==> src/design/etse_pkg.sv <==
`default_nettype none
package etse_pkg;
   localparam int SLOTS_DEF = 8;
   localparam int TARGET_ID_BITS_DEF = 8;
   localparam logic [1:0] OP_START = 2'd0;
   localparam logic [1:0] OP_TICK  = 2'd1;
   localparam logic [1:0] OP_BUSY  = 2'd2;
   localparam logic [1:0] OP_CLEAR = 2'd3;
   localparam logic [2:0] KIND_START = 3'd0;
   localparam logic [2:0] KIND_VALUE = 3'd1;
   localparam logic [2:0] KIND_BUSY  = 3'd2;
   localparam logic [2:0] KIND_CLEAR = 3'd3;
   localparam logic [2:0] KIND_IDLE  = 3'd4;

   typedef struct packed {
      logic [1:0]  operation;
      logic [7:0]  target_id;
      logic [15:0] start_value;
      logic [15:0] end_value;
      logic [7:0]  frame_count;
      logic [1:0]  ease_curve;
   } req_type;

   typedef struct packed {
      logic [2:0]  result_kind;
      logic [7:0]  out_target;
      logic [15:0] out_value;
      logic        flag;
      logic        finished;
      logic        last;
   } rsp_type;

   function automatic logic [8:0] curve_point(input logic [1:0] c, input logic [4:0] k);
      logic [8:0] r;
      r = 9'd0;
      case (c)
         2'd0: r = {k, 4'd0};
         2'd1: r = 9'(k * k);
         2'd2: begin
            case (k)
               5'd0: r = 9'd0;   5'd1: r = 9'd31;  5'd2: r = 9'd60;  5'd3: r = 9'd87;
               5'd4: r = 9'd112; 5'd5: r = 9'd135; 5'd6: r = 9'd156; 5'd7: r = 9'd175;
               5'd8: r = 9'd192; 5'd9: r = 9'd207; 5'd10: r = 9'd220; 5'd11: r = 9'd231;
               5'd12: r = 9'd240; 5'd13: r = 9'd247; 5'd14: r = 9'd252; 5'd15: r = 9'd255;
               default: r = 9'd256;
            endcase
         end
         default: begin
            case (k)
               5'd0: r = 9'd0;   5'd1: r = 9'd2;   5'd2: r = 9'd8;   5'd3: r = 9'd18;
               5'd4: r = 9'd32;  5'd5: r = 9'd50;  5'd6: r = 9'd72;  5'd7: r = 9'd98;
               5'd8: r = 9'd128; 5'd9: r = 9'd158; 5'd10: r = 9'd184; 5'd11: r = 9'd206;
               5'd12: r = 9'd224; 5'd13: r = 9'd238; 5'd14: r = 9'd248; 5'd15: r = 9'd254;
               default: r = 9'd256;
            endcase
         end
      endcase
      return r;
   endfunction
endpackage
`default_nettype wire

==> src/design/etse_if.sv <==
`default_nettype none
interface etse_req_if;
   logic valid;
   logic ready;
   etse_pkg::req_type payload;
   modport source (output valid, output payload, input ready);
   modport sink (input valid, input payload, output ready);
endinterface

interface etse_rsp_if;
   logic valid;
   logic ready;
   etse_pkg::rsp_type payload;
   modport source (output valid, output payload, input ready);
   modport sink (input valid, input payload, output ready);
endinterface
`default_nettype wire

==> src/design/etse_front.sv <==
`default_nettype none
module etse_front #(
   parameter int TARGET_ID_BITS = etse_pkg::TARGET_ID_BITS_DEF
) (
   etse_req_if.sink               req,
   input  wire logic              q_full,
   output etse_pkg::req_type      q_data,
   output logic                   q_push
);
   // mask target id and force duration nonzero before queueing
   assign req.ready = !q_full;
   assign q_push = req.valid && !q_full;
   always_comb begin
      q_data = req.payload;
      q_data.target_id = 8'(req.payload.target_id & 8'((16'd1 << TARGET_ID_BITS) - 16'd1));
      if (req.payload.frame_count == 8'd0) q_data.frame_count = 8'd1;
   end
endmodule
`default_nettype wire

==> src/design/etse_queue.sv <==
`default_nettype none
module etse_queue (
   input  wire logic          clock,
   input  wire logic          reset,
   input  wire logic          push,
   input  etse_pkg::req_type  push_data,
   output logic               full,
   input  wire logic          pop,
   output logic               not_empty,
   output etse_pkg::req_type  head
);
   etse_pkg::req_type mem_ff [2];
   logic wp_ff, rp_ff;
   logic [1:0] cnt_ff;
   assign full = cnt_ff == 2'd2;
   assign not_empty = cnt_ff != 2'd0;
   assign head = mem_ff[rp_ff];
   always_ff @(posedge clock) begin
      if (push) mem_ff[wp_ff] <= push_data;
      if (reset) begin
         wp_ff <= 1'b0; rp_ff <= 1'b0; cnt_ff <= 2'd0;
      end else begin
         if (push) wp_ff <= !wp_ff;
         if (pop) rp_ff <= !rp_ff;
         cnt_ff <= cnt_ff + 2'(push) - 2'(pop);
      end
   end
endmodule
`default_nettype wire

==> src/design/etse_back.sv <==
`default_nettype none
module etse_back #(
   parameter int SLOTS = etse_pkg::SLOTS_DEF
) (
   input  wire logic          clock,
   input  wire logic          reset,
   input  wire logic          q_valid,
   input  etse_pkg::req_type  q_head,
   output logic               q_pop,
   etse_rsp_if.source         rsp
);
   localparam int SW = (SLOTS > 1) ? $clog2(SLOTS) : 1;
   localparam int CW = $clog2(SLOTS + 1);

   typedef enum logic [2:0] {S_IDLE, S_SCAN, S_DIV, S_MUL, S_EMIT, S_OUT} state_type;

   state_type state_ff;
   logic [SLOTS-1:0] active_ff;
   logic [7:0]  tgt_ff  [SLOTS];
   logic [15:0] from_ff [SLOTS];
   logic [15:0] to_ff   [SLOTS];
   logic [7:0]  el_ff   [SLOTS];
   logic [7:0]  dur_ff  [SLOTS];
   logic [1:0]  cur_ff  [SLOTS];

   logic [CW-1:0] idx_ff;
   logic        any_ff;
   logic [15:0] rem_ff;
   logic [8:0]  quo_ff;
   logic [3:0]  bit_ff;
   logic [8:0]  e_ff;
   logic signed [26:0] prod_ff;
   logic        outv_ff;
   etse_pkg::rsp_type out_ff;

   // combinational lookups
   logic hit, has_free;
   logic [SW-1:0] hit_idx, free_idx, pick;
   always_comb begin
      hit = 1'b0; has_free = 1'b0; hit_idx = '0; free_idx = '0;
      for (int i = SLOTS - 1; i >= 0; i--) begin
         if (active_ff[i] && tgt_ff[i] == q_head.target_id) begin
            hit = 1'b1; hit_idx = SW'(i);
         end
         if (!active_ff[i]) begin
            has_free = 1'b1; free_idx = SW'(i);
         end
      end
      pick = hit ? hit_idx : free_idx;
   end

   logic [SW-1:0] cur;
   assign cur = idx_ff[SW-1:0];
   logic [7:0] el_next;
   assign el_next = el_ff[cur] + 8'd1;

   logic [16:0] trial;
   assign trial = {rem_ff, 1'b0} - {9'd0, dur_ff[cur]};

   logic [8:0] ya, yb, ediff, e_calc;
   assign ya = etse_pkg::curve_point(cur_ff[cur], {1'b0, quo_ff[7:4]});
   assign yb = etse_pkg::curve_point(cur_ff[cur], 5'({1'b0, quo_ff[7:4]} + 5'd1));
   assign ediff = yb - ya;
   assign e_calc = quo_ff[8] ? 9'd256 : 9'(ya + 9'(({4'd0, ediff} * {9'd0, quo_ff[3:0]}) >> 4));

   logic signed [16:0] diff;
   assign diff = 17'($signed(to_ff[cur])) - 17'($signed(from_ff[cur]));
   logic signed [26:0] q_sh;
   assign q_sh = prod_ff >>> 8;

   assign rsp.valid = outv_ff;
   assign rsp.payload = out_ff;
   logic out_free;
   assign out_free = !outv_ff || rsp.ready;

   always_ff @(posedge clock) begin
      q_pop <= 1'b0;
      if (rsp.ready) outv_ff <= 1'b0;
      unique case (state_ff)
         S_IDLE: if (q_valid && !q_pop && out_free) begin
            q_pop <= 1'b1;
            outv_ff <= 1'b1;
            out_ff <= '0;
            out_ff.last <= 1'b1;
            out_ff.out_target <= q_head.target_id;
            unique case (q_head.operation)
               etse_pkg::OP_START: begin
                  out_ff.result_kind <= etse_pkg::KIND_START;
                  out_ff.flag <= hit || has_free;
                  if (hit || has_free) begin
                     active_ff[pick] <= 1'b1;
                     tgt_ff[pick] <= q_head.target_id;
                     from_ff[pick] <= q_head.start_value;
                     to_ff[pick] <= q_head.end_value;
                     el_ff[pick] <= 8'd0;
                     dur_ff[pick] <= q_head.frame_count;
                     cur_ff[pick] <= q_head.ease_curve;
                  end
               end
               etse_pkg::OP_BUSY: begin
                  out_ff.result_kind <= etse_pkg::KIND_BUSY;
                  out_ff.flag <= hit;
               end
               etse_pkg::OP_CLEAR: begin
                  out_ff.result_kind <= etse_pkg::KIND_CLEAR;
                  out_ff.out_target <= 8'd0;
                  active_ff <= '0;
               end
               default: begin
                  outv_ff <= 1'b0;
                  idx_ff <= '0;
                  any_ff <= 1'b0;
                  state_ff <= S_SCAN;
               end
            endcase
         end
         S_SCAN: begin
            if (idx_ff == CW'(SLOTS)) begin
               if (!any_ff) state_ff <= S_OUT;
               else state_ff <= S_IDLE;
            end else if (!active_ff[cur]) begin
               idx_ff <= idx_ff + CW'(1);
            end else begin
               el_ff[cur] <= el_next;
               rem_ff <= {8'd0, el_next};
               quo_ff <= '0;
               bit_ff <= 4'd8;
               state_ff <= S_DIV;
            end
         end
         S_DIV: begin
            // restoring division of elapsed*256 by duration, one bit a cycle
            if (bit_ff == 4'd0) begin
               // register the interpolated curve point ahead of the multiply
               e_ff <= e_calc;
               state_ff <= S_MUL;
            end else begin
               bit_ff <= bit_ff - 4'd1;
               if (!trial[16]) begin
                  rem_ff <= trial[15:0]; quo_ff <= {quo_ff[7:0], 1'b1};
               end else begin
                  rem_ff <= {rem_ff[14:0], 1'b0}; quo_ff <= {quo_ff[7:0], 1'b0};
               end
            end
         end
         S_MUL: begin
            prod_ff <= 27'(diff * $signed({1'b0, e_ff}));
            state_ff <= S_EMIT;
         end
         S_EMIT: if (out_free) begin
            any_ff <= 1'b1;
            outv_ff <= 1'b1;
            out_ff <= '0;
            out_ff.result_kind <= etse_pkg::KIND_VALUE;
            out_ff.out_target <= tgt_ff[cur];
            if (el_ff[cur] >= dur_ff[cur]) begin
               active_ff[cur] <= 1'b0;
               out_ff.finished <= 1'b1;
               out_ff.out_value <= to_ff[cur];
            end else begin
               out_ff.out_value <= 16'(from_ff[cur] + q_sh[15:0]);
            end
            out_ff.last <= (((active_ff >> cur) >> 1) == '0);
            idx_ff <= idx_ff + CW'(1);
            state_ff <= S_SCAN;
         end
         default: if (out_free) begin
            outv_ff <= 1'b1;
            out_ff <= '0;
            out_ff.result_kind <= etse_pkg::KIND_IDLE;
            out_ff.last <= 1'b1;
            state_ff <= S_IDLE;
         end
      endcase
      if (reset) begin
         state_ff <= S_IDLE;
         active_ff <= '0;
         outv_ff <= 1'b0;
         q_pop <= 1'b0;
      end
   end
endmodule
`default_nettype wire

==> src/design/eased_tween_slot_engine.sv <==
`default_nettype none
// Start, busy and clear: the request passes through the queue, and the back end
// registers its result; it pops no new request while its last pop is pending.
// Tick: the scan skips free slots; an active slot takes an 8-step serial divider,
// interpolate, multiply and emit; the scan ends with an idle answer if none was active.
// Sequential; the back end takes one queued transaction at a time.
// Synchronous active-high reset frees all slots and empties the queue.
module eased_tween_slot_engine #(
   parameter int SLOTS = etse_pkg::SLOTS_DEF,
   parameter int TARGET_ID_BITS = etse_pkg::TARGET_ID_BITS_DEF
) (
   input wire logic   clock,
   input wire logic   reset,
   etse_req_if.sink   req,
   etse_rsp_if.source rsp
);
   etse_pkg::req_type push_data, head;
   logic full, push, pop, not_empty;

   etse_front #(.TARGET_ID_BITS(TARGET_ID_BITS)) u_front (
      .req(req), .q_full(full), .q_data(push_data), .q_push(push));
   etse_queue u_queue (
      .clock(clock), .reset(reset), .push(push), .push_data(push_data),
      .full(full), .pop(pop), .not_empty(not_empty), .head(head));
   etse_back #(.SLOTS(SLOTS)) u_back (
      .clock(clock), .reset(reset), .q_valid(not_empty), .q_head(head),
      .q_pop(pop), .rsp(rsp));
endmodule
`default_nettype wire

==> src/flat_wrapper.sv <==
// flat-port wrapper written by rule: the top's interface ports become plain ports
module eased_tween_slot_engine_flat 
#(
   parameter int SLOTS = etse_pkg::SLOTS_DEF,
   parameter int TARGET_ID_BITS = etse_pkg::TARGET_ID_BITS_DEF
)
  (clock, reset, req_valid, req_payload, req_ready, rsp_valid, rsp_payload, rsp_ready);
  etse_req_if req_i ();
  etse_rsp_if rsp_i ();
  input wire logic clock;
  input wire logic reset;
  input wire logic [$bits(req_i.valid)-1:0] req_valid;
  input wire logic [$bits(req_i.payload)-1:0] req_payload;
  output wire logic [$bits(req_i.ready)-1:0] req_ready;
  output wire logic [$bits(rsp_i.valid)-1:0] rsp_valid;
  output wire logic [$bits(rsp_i.payload)-1:0] rsp_payload;
  input wire logic [$bits(rsp_i.ready)-1:0] rsp_ready;
  assign req_i.valid = req_valid;
  assign req_i.payload = req_payload;
  assign req_ready = req_i.ready;
  assign rsp_valid = rsp_i.valid;
  assign rsp_payload = rsp_i.payload;
  assign rsp_i.ready = rsp_ready;
  eased_tween_slot_engine #(.SLOTS(SLOTS), .TARGET_ID_BITS(TARGET_ID_BITS)) u_core (.clock(clock), .reset(reset), .req(req_i), .rsp(rsp_i));
endmodule
==> config.mk <==
export PLATFORM = sky130hd
export DESIGN_NAME = eased_tween_slot_engine_flat
export DESIGN_NICKNAME = d
export VERILOG_FILES = /design/src/design/etse_pkg.sv /design/src/design/etse_if.sv /design/src/design/etse_front.sv /design/src/design/etse_queue.sv /design/src/design/etse_back.sv /design/src/design/eased_tween_slot_engine.sv /design/src/flat_wrapper.sv
export SDC_FILE = /design/constraint.sdc
export NUM_CORES = 1
export LEC_CHECK = 0
export ABC_CLOCK_PERIOD_IN_PS = 21100
export BUFFER_PORTS_ARGS = -buffer_cell sky130_fd_sc_hd__buf_2
export CAP_MARGIN = 30
export CORE_MARGIN = 1
export CORE_UTILIZATION = 68
export CTS_CLUSTER_DIAMETER = 120
export DETAILED_ROUTE_END_ITERATION = 6
export GPL_ROUTABILITY_DRIVEN = 0
export PLACE_DENSITY = 0.86
export SYNTH_ARGS = -nofsm -noshare
export SYNTH_HDL_FRONTEND = slang
export SYNTH_HIERARCHICAL = 1
export SYNTH_SLANG_ARGS = --single-unit
==> constraint.sdc <==
create_clock -name clock -period 21.1 [get_ports clock]
set_clock_uncertainty 0.2 [all_clocks]
set_input_delay 2.11 -clock clock [delete_from_list [all_inputs] [get_ports clock]]
set_output_delay 2.11 -clock clock [all_outputs]
set_load 0.01 [all_outputs]
==> results of run 1 <==
-- worst max-delay path, delay by kind of cell (launching register included) --
kind / cells / cell delay [ns]
AO/OA/AOI/OAI: 11 / 2.41
XOR/XNOR: 3 / 0.87
adder cells (fa/ha/maj): 7 / 3.17
buffers and inverters: 6 / 1.54
flip-flops: 1 / 0.74
multiplexers: 2 / 1.08
AND/OR/NAND/NOR: 4 / 0.83
-- path summary, 6_finish.rpt --
| path | start | end | slack, ns | depth (start not counted) |
|---|---|---|---|---|
| max reg2reg | flip-flop | u_core/u_back/prod_ff[23] | 9.91 | 33 |
| min | u_core/u_queue/rp_ff | flip-flop | 0.36 | 2 |
| min reg2reg | u_core/u_queue/rp_ff | flip-flop | 0.36 | 2 |
| max | flip-flop | u_core/u_back/prod_ff[23] | 9.91 | 33 |
-- final cells by class --
type	instances	area [µm²]	area share, %
clock buffers	93	2040	5.00
clock inverters	34	327	0.802
inverters	219	822	2.02
multi-input cells	1620	15500	38.2
flip-flops and latches	691	20400	50.2
well taps	696	871	2.14
repair buffers	115	696	1.71
-- kinds of logic (layout without fill, tap and decap cells) --
kind of cell               count (synthesis)  after routing
DFF                                      691            691
and+or+nand+nor                          608            608
buffers and inverters                    369            461
AOI/OAI and AO/OA                        305            305
adders and majority gates                294            294
muxes                                    245            245
xor gates and xnor gates                 167            167
other                                      1              1
-- cells in the final DEF (no fill, tap or decap), types with 96 or more instances in the layout --
cell type,netlist,routed
xnor2_1,121,121
nor2_1,154,146
a21oi_1,96,96
edfxtp_1,657,657
mux4_2,118,118
fa_1,139,139
inv_1,217,217
ha_1,155,155
and2_1,119,118
nand2_1,145,145
-- per-layer routing --
| layer | vias to the layer above | share of wire [%] | GRT usage [%] |
|---|---|---|---|
| met5 | - | 0.013 | 0 |
| met4 | 2 | 4.0 | 14.6 |
| met3 | 288 | 9.9 | 6.47 |
| met2 | 1393 | 50 | 52.6 |
| met1 | 11403 | 36 | 40.1 |
| li1 | 9751 | - | - |
-- stage by stage --
step,area (µm²),utilization [%],cells,worst slack [ns]
after detailed placement,38300,70.8,3340,9.96
after CTS,40700,75.2,3467,9.81
final,40700,75.2,3468,9.91
after floorplan,37500,-,2680,11.18
after global routing,40700,75.2,3468,9.11
after global placement,38300,70.7,3337,10.08
-- state kept, by name, summed over array words and instances, names as in the netlist, 3 cells and up, named ones only --
| name | flops |
|---|---|
| u_core/u_back/rem_ff | 16 |
| u_core/u_back/active_ff | 8 |
| u_core/u_back/idx_ff | 4 |
| u_core/u_back/rsp.payload | 30 |
| u_core/u_back/prod_ff | 16 |
| u_core/u_back/bit_ff | 4 |
| u_core/u_back/quo_ff | 9 |
| u_core/u_back/e_ff | 9 |
| u_core/u_back/dur_ff | 64 |
| u_core/u_queue/mem_ff | 104 |
| u_core/u_back/state_ff | 3 |
| u_core/u_back/tgt_ff | 64 |
| u_core/u_back/from_ff | 128 |
| u_core/u_back/cur_ff | 16 |
| u_core/u_back/el_ff | 64 |
| u_core/u_back/to_ff | 128 |
==> results.toml, run 1 <==
[run_status]
outcome = "finished, final reports clean"

[routing]
drc = 0
drt_pre_antenna_iters = 6
wl_per_cell_um = 24.8
wl_um = 86000
viasPerCell = 6.59
drt_iter0_drc = 2407
ant_nets = 0
num_vias = 22837

[die]
die_h_um = 237
io_pins = 88
coreArea_um2 = 54100
num_rows = 85
start_util_pct = 69.3
chipWidth_um = 237
die_area_um2 = 56100

[synth]
synth_most_common_cell = "edfxtp_1"
synth_area_leaders = "edfxtp_1 53%, fa_1 7.4%, mux4_2 7.1%"
synth-simple-area-share_pct = 8.09
syn-instance-count = 2680
synth_common_cells = "657 x edfxtp_1, 217 x inv_1, 155 x ha_1"
syn-num-nets = 3030
synthesis.area_um2 = 37500
syn_avg_cell_area_um2 = 14.0
synth_top_family_by_area = "adder cells"
synthAdderAreaFrac_pct = 12.6
seq_area_frac_synth_pct = 54.4
synth_top_area_share_pct = 52.6
synth_edf_count = 657
postSynth.asyncResetShare_pct = 0
synth.distinct_cells = 76
synth_area_leader_cell = "edfxtp_1"
synth_compound_area_share_pct = 5.26
synthFlopType = "edfxtp_1"
synthXorXnorAreaFrac_pct = 3.99
yosysWarningCount = 6
synth-seq-cells = 691
muxShareOfSynthArea_pct = 11.3

[grt]
grt_pass1_vias = 23640
grt_max_degree = 70
antenna_found_initial = 1
grt_use_total_pct = 31.6
grt-ovfl-total = 0
grt_first_pass_wirelength_um = 133000

[worst_setup_path]
worstSetupPathType = "flip-flop to flip-flop"
start_kind = "flip-flop"
crit_path_max_incr_delay_ns = 0.74
cp_slowest_cell = "dfxtp_4"
cp.required_ns = 21.25
critPathArrivalTime_ns = 11.34
crit_path_frequent_cell = "fa_1"
end_kind = "flip-flop"
worstPathMaxFanout = 41

[cts]
cts_buffer_depth = 3
clk_latency_ns = 0.61
cts_made_buffers = 70
cts-hold-fix-buffers = 0
post-cts-setup-buffers = 0
root_buffer = "clkbuf_16"
cts_resized = 0
clk_pin_slew_worst_paths_ns = 0.07
cts_max_level = 3
cts.sinks = 691
cts_tree = "done"

[finish]
fill_cells = 2958
fin_nets = 3067
diodes = 0
drive_gt1_share_pct = 16.7
area_growth_pct = 8.47

[timing]
drv_slew = 0
fin_crit_ns = 11.19
slew-limit-headroom_pct = 26.4
fin_tns_setup_ns = 0
timing.hold.ws_ns = 0.364
finalCritPeriodShare_pct = 53.0
rsz0062_at_grt = "no"
fmax_ghz = 0.0894
hold_violations = 0
setup_viol = 0
tightest_slew_ns = 1.09

[placement]
numPortBuffers = 87
dpl.hpwl_um = 55400

[run]
cap_viol_max_count = 0

[min_path]
hold_path_class = "flip-flop to flip-flop"
Power of run 1 is left out: the tool's default activity adds up to more than one toggle a clock period on the data nets, which glitch-free logic cannot reach.
==> inputs of run 2 (changes only) <==
--- a/config.mk
+++ b/config.mk
@@ -5,15 +5,16 @@
 export SDC_FILE = /design/constraint.sdc
 export NUM_CORES = 1
 export LEC_CHECK = 0
-export ABC_CLOCK_PERIOD_IN_PS = 21100
+export ABC_AREA = 1
+export ABC_CLOCK_PERIOD_IN_PS = 11700
 export BUFFER_PORTS_ARGS = -buffer_cell sky130_fd_sc_hd__buf_2
 export CAP_MARGIN = 30
 export CORE_MARGIN = 1
-export CORE_UTILIZATION = 68
+export CORE_UTILIZATION = 64
 export CTS_CLUSTER_DIAMETER = 120
 export DETAILED_ROUTE_END_ITERATION = 6
 export GPL_ROUTABILITY_DRIVEN = 0
-export PLACE_DENSITY = 0.86
+export PLACE_DENSITY = 0.81
 export SYNTH_ARGS = -nofsm -noshare
 export SYNTH_HDL_FRONTEND = slang
 export SYNTH_HIERARCHICAL = 1
==> constraint.sdc (replaced) <==
create_clock -name clock -period 11.7 [get_ports clock]
set_clock_uncertainty 0.2 [all_clocks]
set_input_delay 1.17 -clock clock [delete_from_list [all_inputs] [get_ports clock]]
set_output_delay 1.17 -clock clock [all_outputs]
set_load 0.01 [all_outputs]
==> results.toml, run 2 <==
[grt]
grt_pass1_vias = 27625
grt_max_degree = 180
grt_first_pass_wirelength_um = 145000
grt-ovfl-total = 0
grt_use_total_pct = 29.7
antenna_found_initial = 2

[cts]
cts_max_level = 3
clk_pin_slew_worst_paths_ns = 0.07
cts.sinks = 691
clk_latency_ns = 0.63
cts_tree = "done"
post-cts-setup-buffers = 0
cts_made_buffers = 72
cts-hold-fix-buffers = 0
cts_resized = 0
cts_buffer_depth = 3
root_buffer = "clkbuf_16"

[min_path]
hold_depth = 2
hold_path_class = "flip-flop to flip-flop"
min_from = "u_core/u_back/state_ff[1]"
whs_endpoint = "u_core/u_back/state_ff[1]"

[die]
coreArea_um2 = 60600
chipWidth_um = 250
io_pins = 88
die_area_um2 = 62500
die_h_um = 250
start_util_pct = 65.0
num_rows = 90

[worst_setup_path]
worstPathMaxFanout = 179
end_kind = "flip-flop"
crit_buf_inv = 6
reg2regPathDepth = 33
crit_path_max_incr_delay_ns = 0.74
r2r_end = "u_core/u_back/prod_ff[22]"
cp_top_family = "adder cells"
crit_path_frequent_cell = "fa_1"
cp_slowest_cell = "dfxtp_4"
critPathArrivalTime_ns = 9.69
start_kind = "flip-flop"
worstSetupPathType = "flip-flop to flip-flop"
cp.required_ns = 11.87
regToRegSetupSlack_ns = 2.19

[synth]
synth-simple-area-share_pct = 14.6
postSynth.asyncResetShare_pct = 0
synth_most_common_cell = "edfxtp_1"
synth_top_area_share_pct = 50.1
synthesis.area_um2 = 39400
syn-instance-count = 3919
synth_area_leader_cell = "edfxtp_1"
synthFlopType = "edfxtp_1"
synth_common_cells = "657 x edfxtp_1, 588 x nor2_1, 586 x nand2_1"
yosysWarningCount = 6
syn_avg_cell_area_um2 = 10.0
muxShareOfSynthArea_pct = 1.96
syn-num-nets = 4269
synth_top_family_by_area = "simple AND/OR/NAND/NOR gates"
synth_area_leaders = "edfxtp_1 50%, fa_1 7.1%, nor2_1 5.6%"
synth.distinct_cells = 66
seq_area_frac_synth_pct = 51.8
synthXorXnorAreaFrac_pct = 1.95
synth_compound_area_share_pct = 10.1
synthAdderAreaFrac_pct = 12.0
synth_edf_count = 657
synth-seq-cells = 691

[timing]
hold_violations = 0
slew-limit-headroom_pct = 32.8
fin_crit_ns = 9.51
setup_viol = 0
tightest_slew_ns = 1.00
fmax_ghz = 0.105
rsz0062_at_grt = "no"
finalCritPeriodShare_pct = 81.3
drv_slew = 0
fin_tns_setup_ns = 0

[routing]
wl_per_cell_um = 19.4
drc = 0
num_vias = 28385
drt_pre_antenna_iters = 6
viasPerCell = 5.96
drt_iter0_drc = 3049
wl_um = 92500
ant_nets = 0

[run_status]
outcome = "finished, final reports clean"

[placement]
dpl.hpwl_um = 61000
numPortBuffers = 87
placed_cell_area_um2 = 40000

[finish]
diodes = 0
final_cell_area_um2 = 42300
area_growth_pct = 7.39
fin_nets = 4274
top_regs = "u_core/u_back/from_ff (128), u_core/u_back/to_ff (128), u_core/u_queue/mem_ff (104)"
drive_gt1_share_pct = 9.20
final_cell_mix = "657 x edfxtp_1, 586 x nand2_1, 579 x nor2_1"
fill_cells = 4317
final_common_cell = "edfxtp_1"

[run]
cap_viol_max_count = 0
[run 2: cell families (layout without fill, tap and decap cells)]
| group | after synthesis | count (layout) |
|---|---|---|
| simple gates | 1404 | 1404 |
| compound gates | 713 | 713 |
| flops | 691 | 691 |
| buf+inv | 678 | 737 |
| fa+ha+maj | 294 | 294 |
| xor+xnor | 86 | 86 |
| mux | 52 | 52 |
| other cells | 1 | 1 |
[run 2: layout make-up]
type	count	area [µm²]	share of cell area, %
sequential	691	20400	48.3
multi-input combinational	2550	16100	38.0
tap	782	978	2.31
clock buffer	86	1890	4.46
timing repair buffer	113	656	1.55
clock inverter	42	384	0.908
inverter	496	1880	4.44
[run 2: worst register-to-register path: cells and delay by family (launching register included)]
family                   cells  cell delay [ns]
AO/OA/AOI/OAI                8             2.30
XOR/XNOR                     2             0.56
AND/OR/NAND/NOR              9             0.86
flip-flops                   1             0.74
adder cells (fa/ha/maj)      8             3.65
buffers and inverters        6             0.97
[run 2: layer usage]
metal	global-route usage (%)	up-vias	routed length, µm
li1	-	13180	-
met1	38.8	13446	35900
met2	48.6	1494	44100
met3	5.56	263	8690
met4	13.5	2	3920
met5	0	-	10
[run 2: how the worst max path moves through the flow]
stage,startpoint,to,slack (ns),depth (start not counted)
after global routing,u_core/u_back/quo_ff[4],u_core/u_back/e_ff[8],1.66,41
final,flip-flop,u_core/u_back/prod_ff[22],2.19,33
after floorplan,u_core/u_back/quo_ff[4],u_core/u_back/e_ff[8],3.20,41
after CTS,flip-flop,u_core/u_back/prod_ff[22],2.28,33
after global placement,flip-flop,u_core/u_back/prod_ff[22],2.66,31
after detailed placement,u_core/u_back/quo_ff[4],u_core/u_back/e_ff[8],2.42,41
[run 2: stage by stage]
step | setup WS, ns | hold WS, ns | utilization (%) | std cells
2_1_floorplan | 3.20 | 0.264 | - | 3919
3_3_place_gp | 2.66 | 0.293 | 66.0 | 4631
3_5_place_dp | 2.42 | 0.292 | 66.1 | 4632
4_1_cts | 2.28 | 0.300 | 69.8 | 4760
5_1_grt | 1.66 | 0.347 | 69.8 | 4760
6_report | 2.19 | 0.300 | 69.8 | 4760
Power of run 2 is left out for the same reason.
